--- src/rtl/assert_macros.svh ---
// Assertion macros for the RTL file that carries checks.
`ifndef ASSERT_MACROS_SVH
`define ASSERT_MACROS_SVH

// Condition must hold at every clock edge outside reset.
`define LED_ASSERT_ALWAYS(lbl, ck, rn, expr) \
  lbl: assert property (@(posedge ck) disable iff (!(rn)) (expr)) \
    else $error("assertion failed");

// Antecedent in one cycle implies consequent in the next cycle.
`define LED_ASSERT_NEXT(lbl, ck, rn, ante, cons) \
  lbl: assert property (@(posedge ck) disable iff (!(rn)) (ante) |=> (cons)) \
    else $error("assertion failed");

`endif

--- src/rtl/led_pkg.sv ---
// Shared types and constants of the edit distance engine.
package led_pkg;

  // Default string capacity in bytes.
  localparam int LED_MAX_LEN = 64;

  // Field widths of the transfer ports.
  localparam int FUNC_W = 2;
  localparam int CHAR_W = 8;
  localparam int DIST_W = 7;

  // Input operation codes.
  typedef enum logic [FUNC_W-1:0] {
    FUNC_LOAD_FIRST  = 2'd0,
    FUNC_LOAD_SECOND = 2'd1,
    FUNC_COMPUTE     = 2'd2
  } func_t;

  // Controller states.
  typedef enum logic [1:0] {
    ST_IDLE,
    ST_ROW,
    ST_CELL,
    ST_DONE
  } state_t;

  // Commands from the controller to the datapath.
  typedef struct packed {
    logic load_first;
    logic load_second;
    logic start;
    logic row;
    logic step;
    logic finish;
  } cmd_t;

  // Status from the datapath to the controller.
  typedef struct packed {
    logic empty;
    logic last_cell;
    logic last_row;
    logic out_busy;
  } status_t;

endpackage

--- src/rtl/led_ctrl.sv ---
// Controller state machine: accepts items and sequences the row and cell sweep.
module led_ctrl (
  input  logic                           clk,
  input  logic                           rst_n,
  input  logic                           in_valid,
  input  logic [led_pkg::FUNC_W-1:0]     in_func,
  output logic                           in_stall,
  input  led_pkg::status_t               status,
  output led_pkg::cmd_t                  cmd
);
  import led_pkg::*;

  state_t state_r;
  state_t state_nxt;
  logic   in_xfer;

  assign in_xfer = in_valid && (state_r == ST_IDLE);

  // State register
  always_ff @(posedge clk) begin
    if (!rst_n) begin
      state_r <= ST_IDLE;
    end else begin
      state_r <= state_nxt;
    end
  end

  // Next state
  always_comb begin
    state_nxt = state_r;
    case (state_r)
      ST_IDLE: begin
        if (in_xfer && (in_func == FUNC_COMPUTE)) begin
          state_nxt = status.empty ? ST_DONE : ST_ROW;
        end
      end
      ST_ROW: begin
        state_nxt = ST_CELL;
      end
      ST_CELL: begin
        if (status.last_cell) begin
          state_nxt = status.last_row ? ST_DONE : ST_ROW;
        end
      end
      ST_DONE: begin
        if (!status.out_busy) begin
          state_nxt = ST_IDLE;
        end
      end
      default: begin
        state_nxt = ST_IDLE;
      end
    endcase
  end

  // Outputs
  always_comb begin
    cmd      = '0;
    in_stall = 1'b1;
    case (state_r)
      ST_IDLE: begin
        in_stall        = 1'b0;
        cmd.load_first  = in_xfer && (in_func == FUNC_LOAD_FIRST);
        cmd.load_second = in_xfer && (in_func == FUNC_LOAD_SECOND);
        cmd.start       = in_xfer && (in_func == FUNC_COMPUTE);
      end
      ST_ROW: begin
        cmd.row = 1'b1;
      end
      ST_CELL: begin
        cmd.step = 1'b1;
      end
      ST_DONE: begin
        cmd.finish = !status.out_busy;
      end
      default: begin
        cmd = '0;
      end
    endcase
  end

endmodule

--- src/rtl/led_dpath.sv ---
// Datapath: string stores, DP row memory, cell arithmetic and result register.
module led_dpath #(
  parameter int MAX_LEN = led_pkg::LED_MAX_LEN
) (
  input  logic                           clk,
  input  logic                           rst_n,
  input  logic [led_pkg::CHAR_W-1:0]     in_char_byte,
  input  led_pkg::cmd_t                  cmd,
  output led_pkg::status_t               status,
  output logic                           out_valid,
  input  logic                           out_stall,
  output logic [led_pkg::DIST_W-1:0]     out_distance,
  output logic                           out_overflow
);
  import led_pkg::*;

  localparam int AW = (MAX_LEN > 1) ? $clog2(MAX_LEN) : 1;
  localparam int LW = $clog2(MAX_LEN + 1);

  // Storage
  logic [CHAR_W-1:0] first_mem  [MAX_LEN];
  logic [CHAR_W-1:0] second_mem [MAX_LEN];
  logic [LW-1:0]     row_mem    [MAX_LEN];

  logic [LW-1:0]     len1_r, len2_r;
  logic              ovf_r;
  logic [AW-1:0]     i_r, j_r;
  logic [LW-1:0]     left_r, diag_r;
  logic [CHAR_W-1:0] fa_rd_r, sb_rd_r;
  logic [LW-1:0]     row_rd_r;
  logic              out_valid_r;
  logic [DIST_W-1:0] out_distance_r;
  logic              out_overflow_r;

  logic          full1, full2;
  logic [AW-1:0] rd_addr;
  logic [LW:0]   up, up_inc, left_inc, sub, min_a, cur_w;
  logic [LW-1:0] cur;
  logic          row0;

  assign full1 = (len1_r == LW'(MAX_LEN));
  assign full2 = (len2_r == LW'(MAX_LEN));

  // Status toward the controller
  assign status.empty     = (len1_r == '0) || (len2_r == '0);
  assign status.last_cell = ((LW'(j_r) + LW'(1)) == len2_r);
  assign status.last_row  = ((LW'(i_r) + LW'(1)) == len1_r);
  assign status.out_busy  = out_valid_r && out_stall;

  // String loads
  always_ff @(posedge clk) begin
    if (cmd.load_first && !full1) begin
      first_mem[len1_r[AW-1:0]] <= in_char_byte;
    end
    if (cmd.load_second && !full2) begin
      second_mem[len2_r[AW-1:0]] <= in_char_byte;
    end
  end

  // Lengths and sticky drop flag
  always_ff @(posedge clk) begin
    if (!rst_n) begin
      len1_r <= '0;
      len2_r <= '0;
      ovf_r  <= 1'b0;
    end else if (cmd.finish) begin
      len1_r <= '0;
      len2_r <= '0;
      ovf_r  <= 1'b0;
    end else begin
      if (cmd.load_first) begin
        if (full1) ovf_r <= 1'b1;
        else       len1_r <= len1_r + LW'(1);
      end
      if (cmd.load_second) begin
        if (full2) ovf_r <= 1'b1;
        else       len2_r <= len2_r + LW'(1);
      end
    end
  end

  // Read side: row start reads entry 0, a cell prefetches the next entry
  assign rd_addr = cmd.step ? (j_r + AW'(1)) : '0;

  always_ff @(posedge clk) begin
    if (cmd.row) begin
      fa_rd_r <= first_mem[i_r];
    end
    if (cmd.row || cmd.step) begin
      sb_rd_r  <= second_mem[rd_addr];
      row_rd_r <= row_mem[rd_addr];
    end
  end

  // Cell arithmetic: min of up+1, left+1, diag+mismatch
  assign row0     = (i_r == '0);
  assign up       = row0 ? ((LW+1)'(j_r) + (LW+1)'(1)) : {1'b0, row_rd_r};
  assign up_inc   = up + (LW+1)'(1);
  assign left_inc = {1'b0, left_r} + (LW+1)'(1);
  assign sub      = {1'b0, diag_r} + (LW+1)'(fa_rd_r != sb_rd_r);
  assign min_a    = (up_inc < left_inc) ? up_inc : left_inc;
  assign cur_w    = (min_a < sub) ? min_a : sub;
  assign cur      = cur_w[LW-1:0];

  // Row memory write-back
  always_ff @(posedge clk) begin
    if (cmd.step) begin
      row_mem[j_r] <= cur;
    end
  end

  // Sweep counters and neighbor registers
  always_ff @(posedge clk) begin
    if (!rst_n) begin
      i_r <= '0;
      j_r <= '0;
    end else if (cmd.start) begin
      i_r <= '0;
      j_r <= '0;
    end else if (cmd.step) begin
      if (status.last_cell) begin
        j_r <= '0;
        i_r <= i_r + AW'(1);
      end else begin
        j_r <= j_r + AW'(1);
      end
    end
  end

  always_ff @(posedge clk) begin
    if (cmd.start) begin
      // one string empty: the distance is the other length
      left_r <= len1_r + len2_r;
    end else if (cmd.row) begin
      left_r <= LW'(i_r) + LW'(1);
      diag_r <= LW'(i_r);
    end else if (cmd.step) begin
      left_r <= cur;
      diag_r <= up[LW-1:0];
    end
  end

  // Result register
  always_ff @(posedge clk) begin
    if (!rst_n) begin
      out_valid_r <= 1'b0;
    end else if (cmd.finish) begin
      out_valid_r <= 1'b1;
    end else if (!out_stall) begin
      out_valid_r <= 1'b0;
    end
  end

  always_ff @(posedge clk) begin
    if (cmd.finish) begin
      out_distance_r <= DIST_W'(left_r);
      out_overflow_r <= ovf_r;
    end
  end

  assign out_valid    = out_valid_r;
  assign out_distance = out_distance_r;
  assign out_overflow = out_overflow_r;

endmodule

--- src/rtl/levenshtein_edit_distance.sv ---
// Top level of the edit distance engine: controller, datapath and checks.
//
//  channel | ports                                    | direction
//  --------+------------------------------------------+----------
//  input   | in_valid, in_stall, in_func, in_char_byte | to block
//  result  | out_valid, out_stall, out_distance,       | from block
//          | out_overflow                             |
//
// Loads are taken back to back. A compute item holds in_stall high through
// a ROW state and a CELL state per byte of the second string for each byte
// of the first string, then DONE; only DONE when a string is empty.
// Reset (rst_n low, synchronous) empties both strings; stores are not cleared.
// A stalled result holds the next compute in its last cycle until out_stall
// drops; items behind that compute wait too.
module levenshtein_edit_distance #(
  parameter int MAX_LEN = led_pkg::LED_MAX_LEN
) (
  input  logic                           clk,
  input  logic                           rst_n,
  input  logic                           in_valid,
  output logic                           in_stall,
  input  logic [led_pkg::FUNC_W-1:0]     in_func,
  input  logic [led_pkg::CHAR_W-1:0]     in_char_byte,
  output logic                           out_valid,
  input  logic                           out_stall,
  output logic [led_pkg::DIST_W-1:0]     out_distance,
  output logic                           out_overflow
);
  import led_pkg::*;

  `include "assert_macros.svh"

  cmd_t    cmd;
  status_t status;

  led_ctrl u_ctrl (
    .clk      (clk),
    .rst_n    (rst_n),
    .in_valid (in_valid),
    .in_func  (in_func),
    .in_stall (in_stall),
    .status   (status),
    .cmd      (cmd)
  );

  led_dpath #(
    .MAX_LEN (MAX_LEN)
  ) u_dpath (
    .clk          (clk),
    .rst_n        (rst_n),
    .in_char_byte (in_char_byte),
    .cmd          (cmd),
    .status       (status),
    .out_valid    (out_valid),
    .out_stall    (out_stall),
    .out_distance (out_distance),
    .out_overflow (out_overflow)
  );

  // Checks
  `LED_ASSERT_ALWAYS(a_cmd_onehot, clk, rst_n, $onehot0(cmd))
  `LED_ASSERT_NEXT(a_start_stalls, clk, rst_n, cmd.start, in_stall)
  `LED_ASSERT_NEXT(a_row_then_cell, clk, rst_n, cmd.row, cmd.step)
  `LED_ASSERT_NEXT(a_finish_result, clk, rst_n, cmd.finish, out_valid)

endmodule

--- config.mk ---
export PLATFORM = sky130hd
export DESIGN_NAME = levenshtein_edit_distance
export DESIGN_NICKNAME = d
export VERILOG_FILES = /design/src/rtl/led_pkg.sv /design/src/rtl/led_ctrl.sv /design/src/rtl/led_dpath.sv /design/src/rtl/levenshtein_edit_distance.sv
export VERILOG_INCLUDE_DIRS = /design/src /design/src/rtl
export SDC_FILE = /design/constraint.sdc
export NUM_CORES = 2
export LEC_CHECK = 0
export BUFFER_PORTS_ARGS = -buffer_cell sky130_fd_sc_hd__buf_2
export CAP_MARGIN = 20
export CORE_MARGIN = 4
export CORE_UTILIZATION = 50
export DETAILED_ROUTE_END_ITERATION = 10
export PLACE_DENSITY = 0.65
export SKIP_CTS_REPAIR_TIMING = 1
export SYNTH_ARGS = -nofsm -noshare
export SYNTH_HDL_FRONTEND = slang
export SYNTH_SLANG_ARGS = --single-unit
--- constraint.sdc ---
create_clock -name clk -period 11.53 [get_ports clk]
set_input_delay 1.153 -clock clk [delete_from_list [all_inputs] [get_ports clk]]
set_output_delay 1.153 -clock clk [all_outputs]
set_load 0.1 [all_outputs]
# After elaboration in Yosys (flattened, before gate mapping)
# Memories as Yosys holds them, arrays and structs flattened. A register that Yosys moved wholly into a read port is not among the register bits.
# Cells that the tools add are included.
[op_classes]
reduce_logical = 26
muxes = 33
bitwise = 4
n_eq_ne = 14
magnitude_cmp = 2
n_addsub = 11
[ops]
columns = ["op", "n"]
rows = [
  ["7-bit 2-to-1 mux", 5],
  ["6-bit by 1-bit adder with 7-bit output, second input constant", 3],
  ["6-bit 2-to-1 mux", 3],
  ["8-bit < comparator", 2],
  ["1-bit 2-to-1 mux", 16],
  ["8-bit 2-to-1 mux", 2],
  ["7-bit by 1-bit adder with 7-bit output, second input constant", 2],
  ["7-bit == test", 2],
  ["7-bit == test, second input constant", 2],
  ["7-bit zero test", 2],
  ["6-bit by 1-bit adder with 6-bit output, second input constant", 2],
  ["2-bit 2-to-1 mux", 5],
  ["7-bit by 1-bit adder with 8-bit output", 1],
  ["7-bit by 1-bit adder with 8-bit output, second input constant", 1],
  ["8-bit by 1-bit adder with 8-bit output, second input constant", 1],
  ["8-bit inequality test", 1],
  ["2-bit case mux with 4 select lines", 1],
  ["2-bit AND reduction", 4],
  ["7-bit adder", 1],
  ["1-bit logical AND", 7],
  ["2-bit == test, second input constant", 3],
  ["6-bit zero test", 1],
  ["2-bit inequality test, second input constant", 3],
  ["2-bit by 1-bit == test with 1-bit output, second input constant", 2],
  ["other kinds (10)", 18],
]
[word_totals]
ramBits = 1472
output_inout_bits = 10
n_memories = 3
wordCells = 105
reg_bits = 52
in_bits = 14
[memory_table]
columns = ["name", "words", "word_bits", "read_ports", "rd_clocked_by_memory_dff", "wr", "line_no", "source"]
rows = [
  ["u_dpath.first_mem", 64, 8, 1, 1, 1, "led_dpath.sv:21", "logic [CHAR_W-1:0] first_mem [MAX_LEN];"],
  ["u_dpath.second_mem", 64, 8, 1, 1, 1, "led_dpath.sv:22", "logic [CHAR_W-1:0] second_mem [MAX_LEN];"],
  ["u_dpath.row_mem", 64, 7, 1, 1, 1, "led_dpath.sv:23", "logic [LW-1:0] row_mem [MAX_LEN];"],
]

# Longest topological paths before layout
[depth]
depth_word = 10
ltp_mapped = 33
ltp_nobuf = 27

# Cells and area by module
# A second synthesis with hierarchy kept.
[hier_totals]
cells_unflattened = 3528
hier_area_um2 = 62449.9
[by_module_without_submodules]
columns = ["mod", "cells_per_inst", "area_per_inst_um2", "seq_area_each_um2", "instances"]
rows = [
  ["led_dpath", 3505, 62263.5, 46114.2, 1],
  ["led_ctrl", 23, 186.4, 40.0, 1],
]

# Least setup slack after synthesis
# OpenSTA, ideal clock, no wires.
[synth_path]
kind = "reg-to-reg"
startpoint = "register u_dpath.i_r[0]"
endpoint = "memory u_dpath.row_mem[0][4] (netlist name), data pin"
n_path_buf = 6
t_arrival_ns = 7.777
setup_slack_ns = 3.183
stages_incl_launch_ff = 33
required_ns = 10.960
period_less_slack_ns = 8.347
setup_ns = 0.570
cell_sequence = "dfxtp_1 > clkbuf_1 > clkbuf_1 > buf_1 > inv_1 > ha_1 > nor2b_1 > nand2_1 > clkbuf_1 > nand2_1 > o21ai_0 > ha_1 > nand4_1 > o22ai_1 > o21ai_0 > xnor2_1 > inv_1 > ha_1 > nand2_1 > o21ai_0 > a2111o_1 > and2_1 > clkbuf_1 > o21ai_0 > inv_1 > ha_1 > nand4_1 > o21bai_1 > a2111oi_0 > a21boi_0 > or3_1 > buf_6 > mux2i_1"
[synth_via]
elab_chain_cells = 7
[synth_rtl]
columns = ["item", "line_no", "source"]
rows = [
  ["from (decl)", "led_dpath.sv:27", "logic [AW-1:0] i_r, j_r;"],
  ["from (signal assigned)", "led_dpath.sv:123", "i_r <= i_r + AW'(1);"],
  ["6-bit zero test *", "led_dpath.sv:96", "assign row0 = (i_r == '0);"],
  ["8-bit 2-to-1 mux *", "led_dpath.sv:97", "assign up = row0 ? ((LW+1)'(j_r) + (LW+1)'(1)) : {1'b0, row_rd_r};"],
  ["8-bit by 1-bit adder with 8-bit output *", "led_dpath.sv:98", "assign up_inc = up + (LW+1)'(1);"],
  ["8-bit < comparator", "led_dpath.sv:101", "assign min_a = (up_inc < left_inc) ? up_inc : left_inc;"],
  ["8-bit 2-to-1 mux *", "led_dpath.sv:101", ""],
  ["8-bit < comparator", "led_dpath.sv:102", "assign cur_w = (min_a < sub) ? min_a : sub;"],
  ["7-bit 2-to-1 mux *", "led_dpath.sv:102", ""],
  ["net u_dpath.cur_w[4]", "led_dpath.sv:37", "logic [LW:0] up, up_inc, left_inc, sub, min_a, cur_w;"],
  ["to (decl)", "led_dpath.sv:23", ""],
]
# Mark *: on every way through the listed nets, which the timed path passes. The rest lies on a longest branch.

# Worst setup path in the final report
[layout_path]
startpoint = "register u_dpath.i_r[1]"
endpoint = "memory u_dpath.row_mem[33][5] (netlist name), data pin"
# Same word-level chain as after synthesis.

==> metrics.md <==
| Metric | Value |
|---|---|
| Status | `complete, no violations` |
| Power per cell area | `~210 mW/mm^2` |
| Syn nets | `4,029` |
| Final Total Pwr | `about 0.015 W` |
| Detail Route Antenna Nets | `0` |
| Initial antenna violation count | `3` |
| Synth Flop Type | `edfxtp_1` |
| Mapped Area | `0.06302 sq mm` |
| Peak supply drop | `between 0.2 and 0.25 mV` |
| N_diodes | `0` |
| Width of the die | `363.0 um` |
| RSZ-0062 raised after global routing | `false` |
| Fillers | `roughly 9,600` |
| Vias in the first global route | `34,312` |
| Core Area | `around 0.12 sq mm` |
| Largest net degree at the start of global routing | `151` |
| Drc violations | `0` |
| GRT busiest layer | `met2` |
| Synth area leader | `edfxtp_1` |
| Seq cells post-synth | `1,547` |
| Number of enable flip-flop cells after synthesis | `1,517` |
| Top Ports | `24` |
| Cell row count | `129` |
| Final HPWL DP | `91,120 um` |
| Slew headroom | `27.12%` |
| Clock Sinks | `1,547` |
| Required time of the critical path | `11.94 ns` |
| Nets | `3,993` |
| Leak Pwr | `21.79 nW` |
| Met3 usage | `4.023%` |
| Critical hold path startpoint | `u_dpath.left_r[6]` |
| Routing usage on met2 | `37.05%` |
| Htree depth | `4` |
| Most frequent cell after synthesis | `edfxtp_1` |
| Fmax achieved | `125.6 MHz` |
| Slowest CP cell | `dfxtp_4` |
| WS Path Type | `reg -> reg` |
| Asr flop ratio synth | `0%` |
| Flop2flop setup slack | `3.57 ns` |
| Area after DPL | `0.06470 sq mm` |
| GRT Overall Usage | `23.68%` |
| Clock Latency Late Sink | `0.78 ns` |
| Worst slack, placed | `3.621 ns` |
| Clock tree from TritonCTS | `built` |
| Root Buffer Master | `clkbuf_16` |
| Iteration-0 DRC Markers | `between 4,000 and 5,000` |
| IO buf count | `23` |
| Unique masters post-synth | `70` |
| Initial Util | `50.64%` |
| Vias after detailed routing | `about 36,000` |
| Top cell type's share of synthesized area | `between 70% and 80%` |
| WHS | `about 0.52 ns` |
| Sequential area share after synthesis | `between 70% and 80%` |
| Worst hold endpoint | `u_dpath.out_distance[6]` |
| Max Slew Vio Count | `0` |
| R2r startpoint | `u_dpath.i_r[1]` |
| Syn Inst Count | `between 3,000 and 4,000` |
| CTS buffer count | `157` |
| Setup slack after layout | `~3.6 ns` |
| Share of layout cells above drive strength 1 | `13.78%` |
| Vias per cell | `6.228` |
| Clock skew | `0.03114 ns` |
| CP max FO | `69` |
| Fin. Hold Viols | `0` |
| FF-to-FF path depth | `27` |
| Fin area | `between 0.06 and 0.07 sq mm` |
| Max_cap viols | `0` |
| Die area | `about 0.13 sq mm` |
| Slowest Stage Delay on Critical Path | `1.08 ns` |
| Syn_area_per_cell | `15.84 sq um` |
| Main area contributors after synthesis | `edfxtp_1 72%, mux4_2 6.8%, nand2_1 3.4%` |
| RD Place Congestion | `0.8595` |
| Max clock buf depth | `3` |
| Synth top cells by count | `1,517 x edfxtp_1, 569 x nand2_1, 268 x nor2_1` |
| Final worst path period share | `69.07%` |
| Routed wire length per instance | `27.25 um` |
| Data arrival time of the critical path | `8.37 ns` |
| Post-layout min period | `7.964 ns` |
| Hold-critical path depth | `0` |
| Post-Route WL | `155,500 um` |
| HP Class | `reg -> reg` |
| Met1 usage | `34.45%` |
| FF-to-FF End | `u_dpath.row_mem[33][5]` |
| Startpoint types | `flop` |
| Final count of negative-setup-slack endpoints | `0` |
| P&R area growth vs syn | `10.80%` |
| First-pass GRT wire length | `232,000 um` |
| Yosys warns | `0` |
| Clock slew at reported path FFs | `0.06 ns` |
| Worst Tran Pin Value | `1.093 ns` |
| Grt ovf | `0` |
| DR pass1 iterations | `6` |
| Worst setup EP type | `flop` |
| Die H | `about 360 um` |
| Fin Setup TNS | `0 ns` |
==> report_power, final <==
group | switching [W] | internal, W | total [W]
clock | 0.00211 | 0.00291 | 0.00502
combinational | 0.00190 | 0.000675 | 0.00257
sequential | 0.0000787 | 0.00694 | 0.00701
total | 0.00409 | 0.0105 | 0.0146
==> layer usage <==
metal  share of wire (%)  vias to the layer above
li1                    -                    15539
met1                  42                    18228
met2                  47                     1516
met3                 7.6                      262
met4                 2.9                        0
met5                   0                        -
==> cell type report <==
cell class | count | area [sq um] | share of cell area (%)
Sequential cell | 1547 | 46170 | 66.13
Multi-Input combinational cell | 2126 | 15790 | 22.61
Clock buffer | 198 | 4252 | 6.090
Tap cell | 1637 | 2048 | 2.934
Clock inverter | 89 | 814.5 | 1.167
Timing Repair Buffer | 80 | 636.9 | 0.9122
Inverter | 30 | 112.6 | 0.1613
==> cell families after synthesis <==
family	share of synthesized area (%)
AO/OA/AOI/OAI	6.652
XOR/XNOR	0.8776
adder cells (fa/ha/maj)	0.7466
buffers and inverters	1.884
flip-flops	73.24
multiplexers	8.113
AND/OR/NAND/NOR	8.484
==> state kept, by name (all words and copies together) (netlist names), 8 cells and up <==
register / count
u_dpath.row_mem: 448
u_dpath.fa_rd_r: 8
u_dpath.first_mem: 512
u_dpath.second_mem: 512
u_dpath.sb_rd_r: 8
==> critical path: cells and delay by family, from the launching register on <==
kind | cells | cell delay (ns)
compound gates | 9 | 2.33
simple gates | 8 | 1.45
fa+ha+maj | 4 | 1.13
buf+inv | 4 | 1.10
flops | 1 | 1.08
xor+xnor | 1 | 0.26
mux | 1 | 0.19
==> cell usage in the layout (no fill, tap or decap), types with 39 or more instances in the layout <==
cell type | synthesis | layout
nor2_1 | 268 | 265
nand2_1 | 569 | 567
mux2i_1 | 66 | 65
a211oi_1 | 114 | 114
clkinv_2 | 0 | 39
nand3_1 | 146 | 146
buf_4 | 0 | 59
edfxtp_1 | 1517 | 1517
a21oi_1 | 55 | 55
o21ai_0 | 46 | 46
clkbuf_16 | 0 | 164
nor2b_1 | 94 | 93
a311oi_1 | 154 | 154
mux4_2 | 191 | 191
==> worst max path at each step <==
| stage | startpoint | end | slack [ns] | depth (start not counted) |
|---|---|---|---|---|
| floorplan | u_dpath.i_r[0] | u_dpath.row_mem[0][4] | 3.18 | 32 |
| global placement | u_dpath.i_r[1] | u_dpath.row_mem[39][5] | 3.74 | 27 |
| detailed placement | u_dpath.i_r[1] | u_dpath.row_mem[39][5] | 3.62 | 27 |
| CTS | u_dpath.i_r[1] | u_dpath.row_mem[39][5] | 3.58 | 27 |
| global route | u_dpath.i_r[1] | u_dpath.row_mem[33][5] | 2.98 | 27 |
| finish | u_dpath.i_r[1] | u_dpath.row_mem[33][5] | 3.57 | 27 |
==> through the flow <==
| step | util, % | std cells |
|---|---|---|
| 6_report | 56.10 | 5707 |
| 5_1_grt | 56.10 | 5707 |
| 4_1_cts | 56.07 | 5705 |
| 3_5_place_dp | 52.00 | 5418 |
| 3_3_place_gp | 51.99 | 5417 |
| 2_1_floorplan | - | 3978 |
Power figures use the tool's default switching activity.
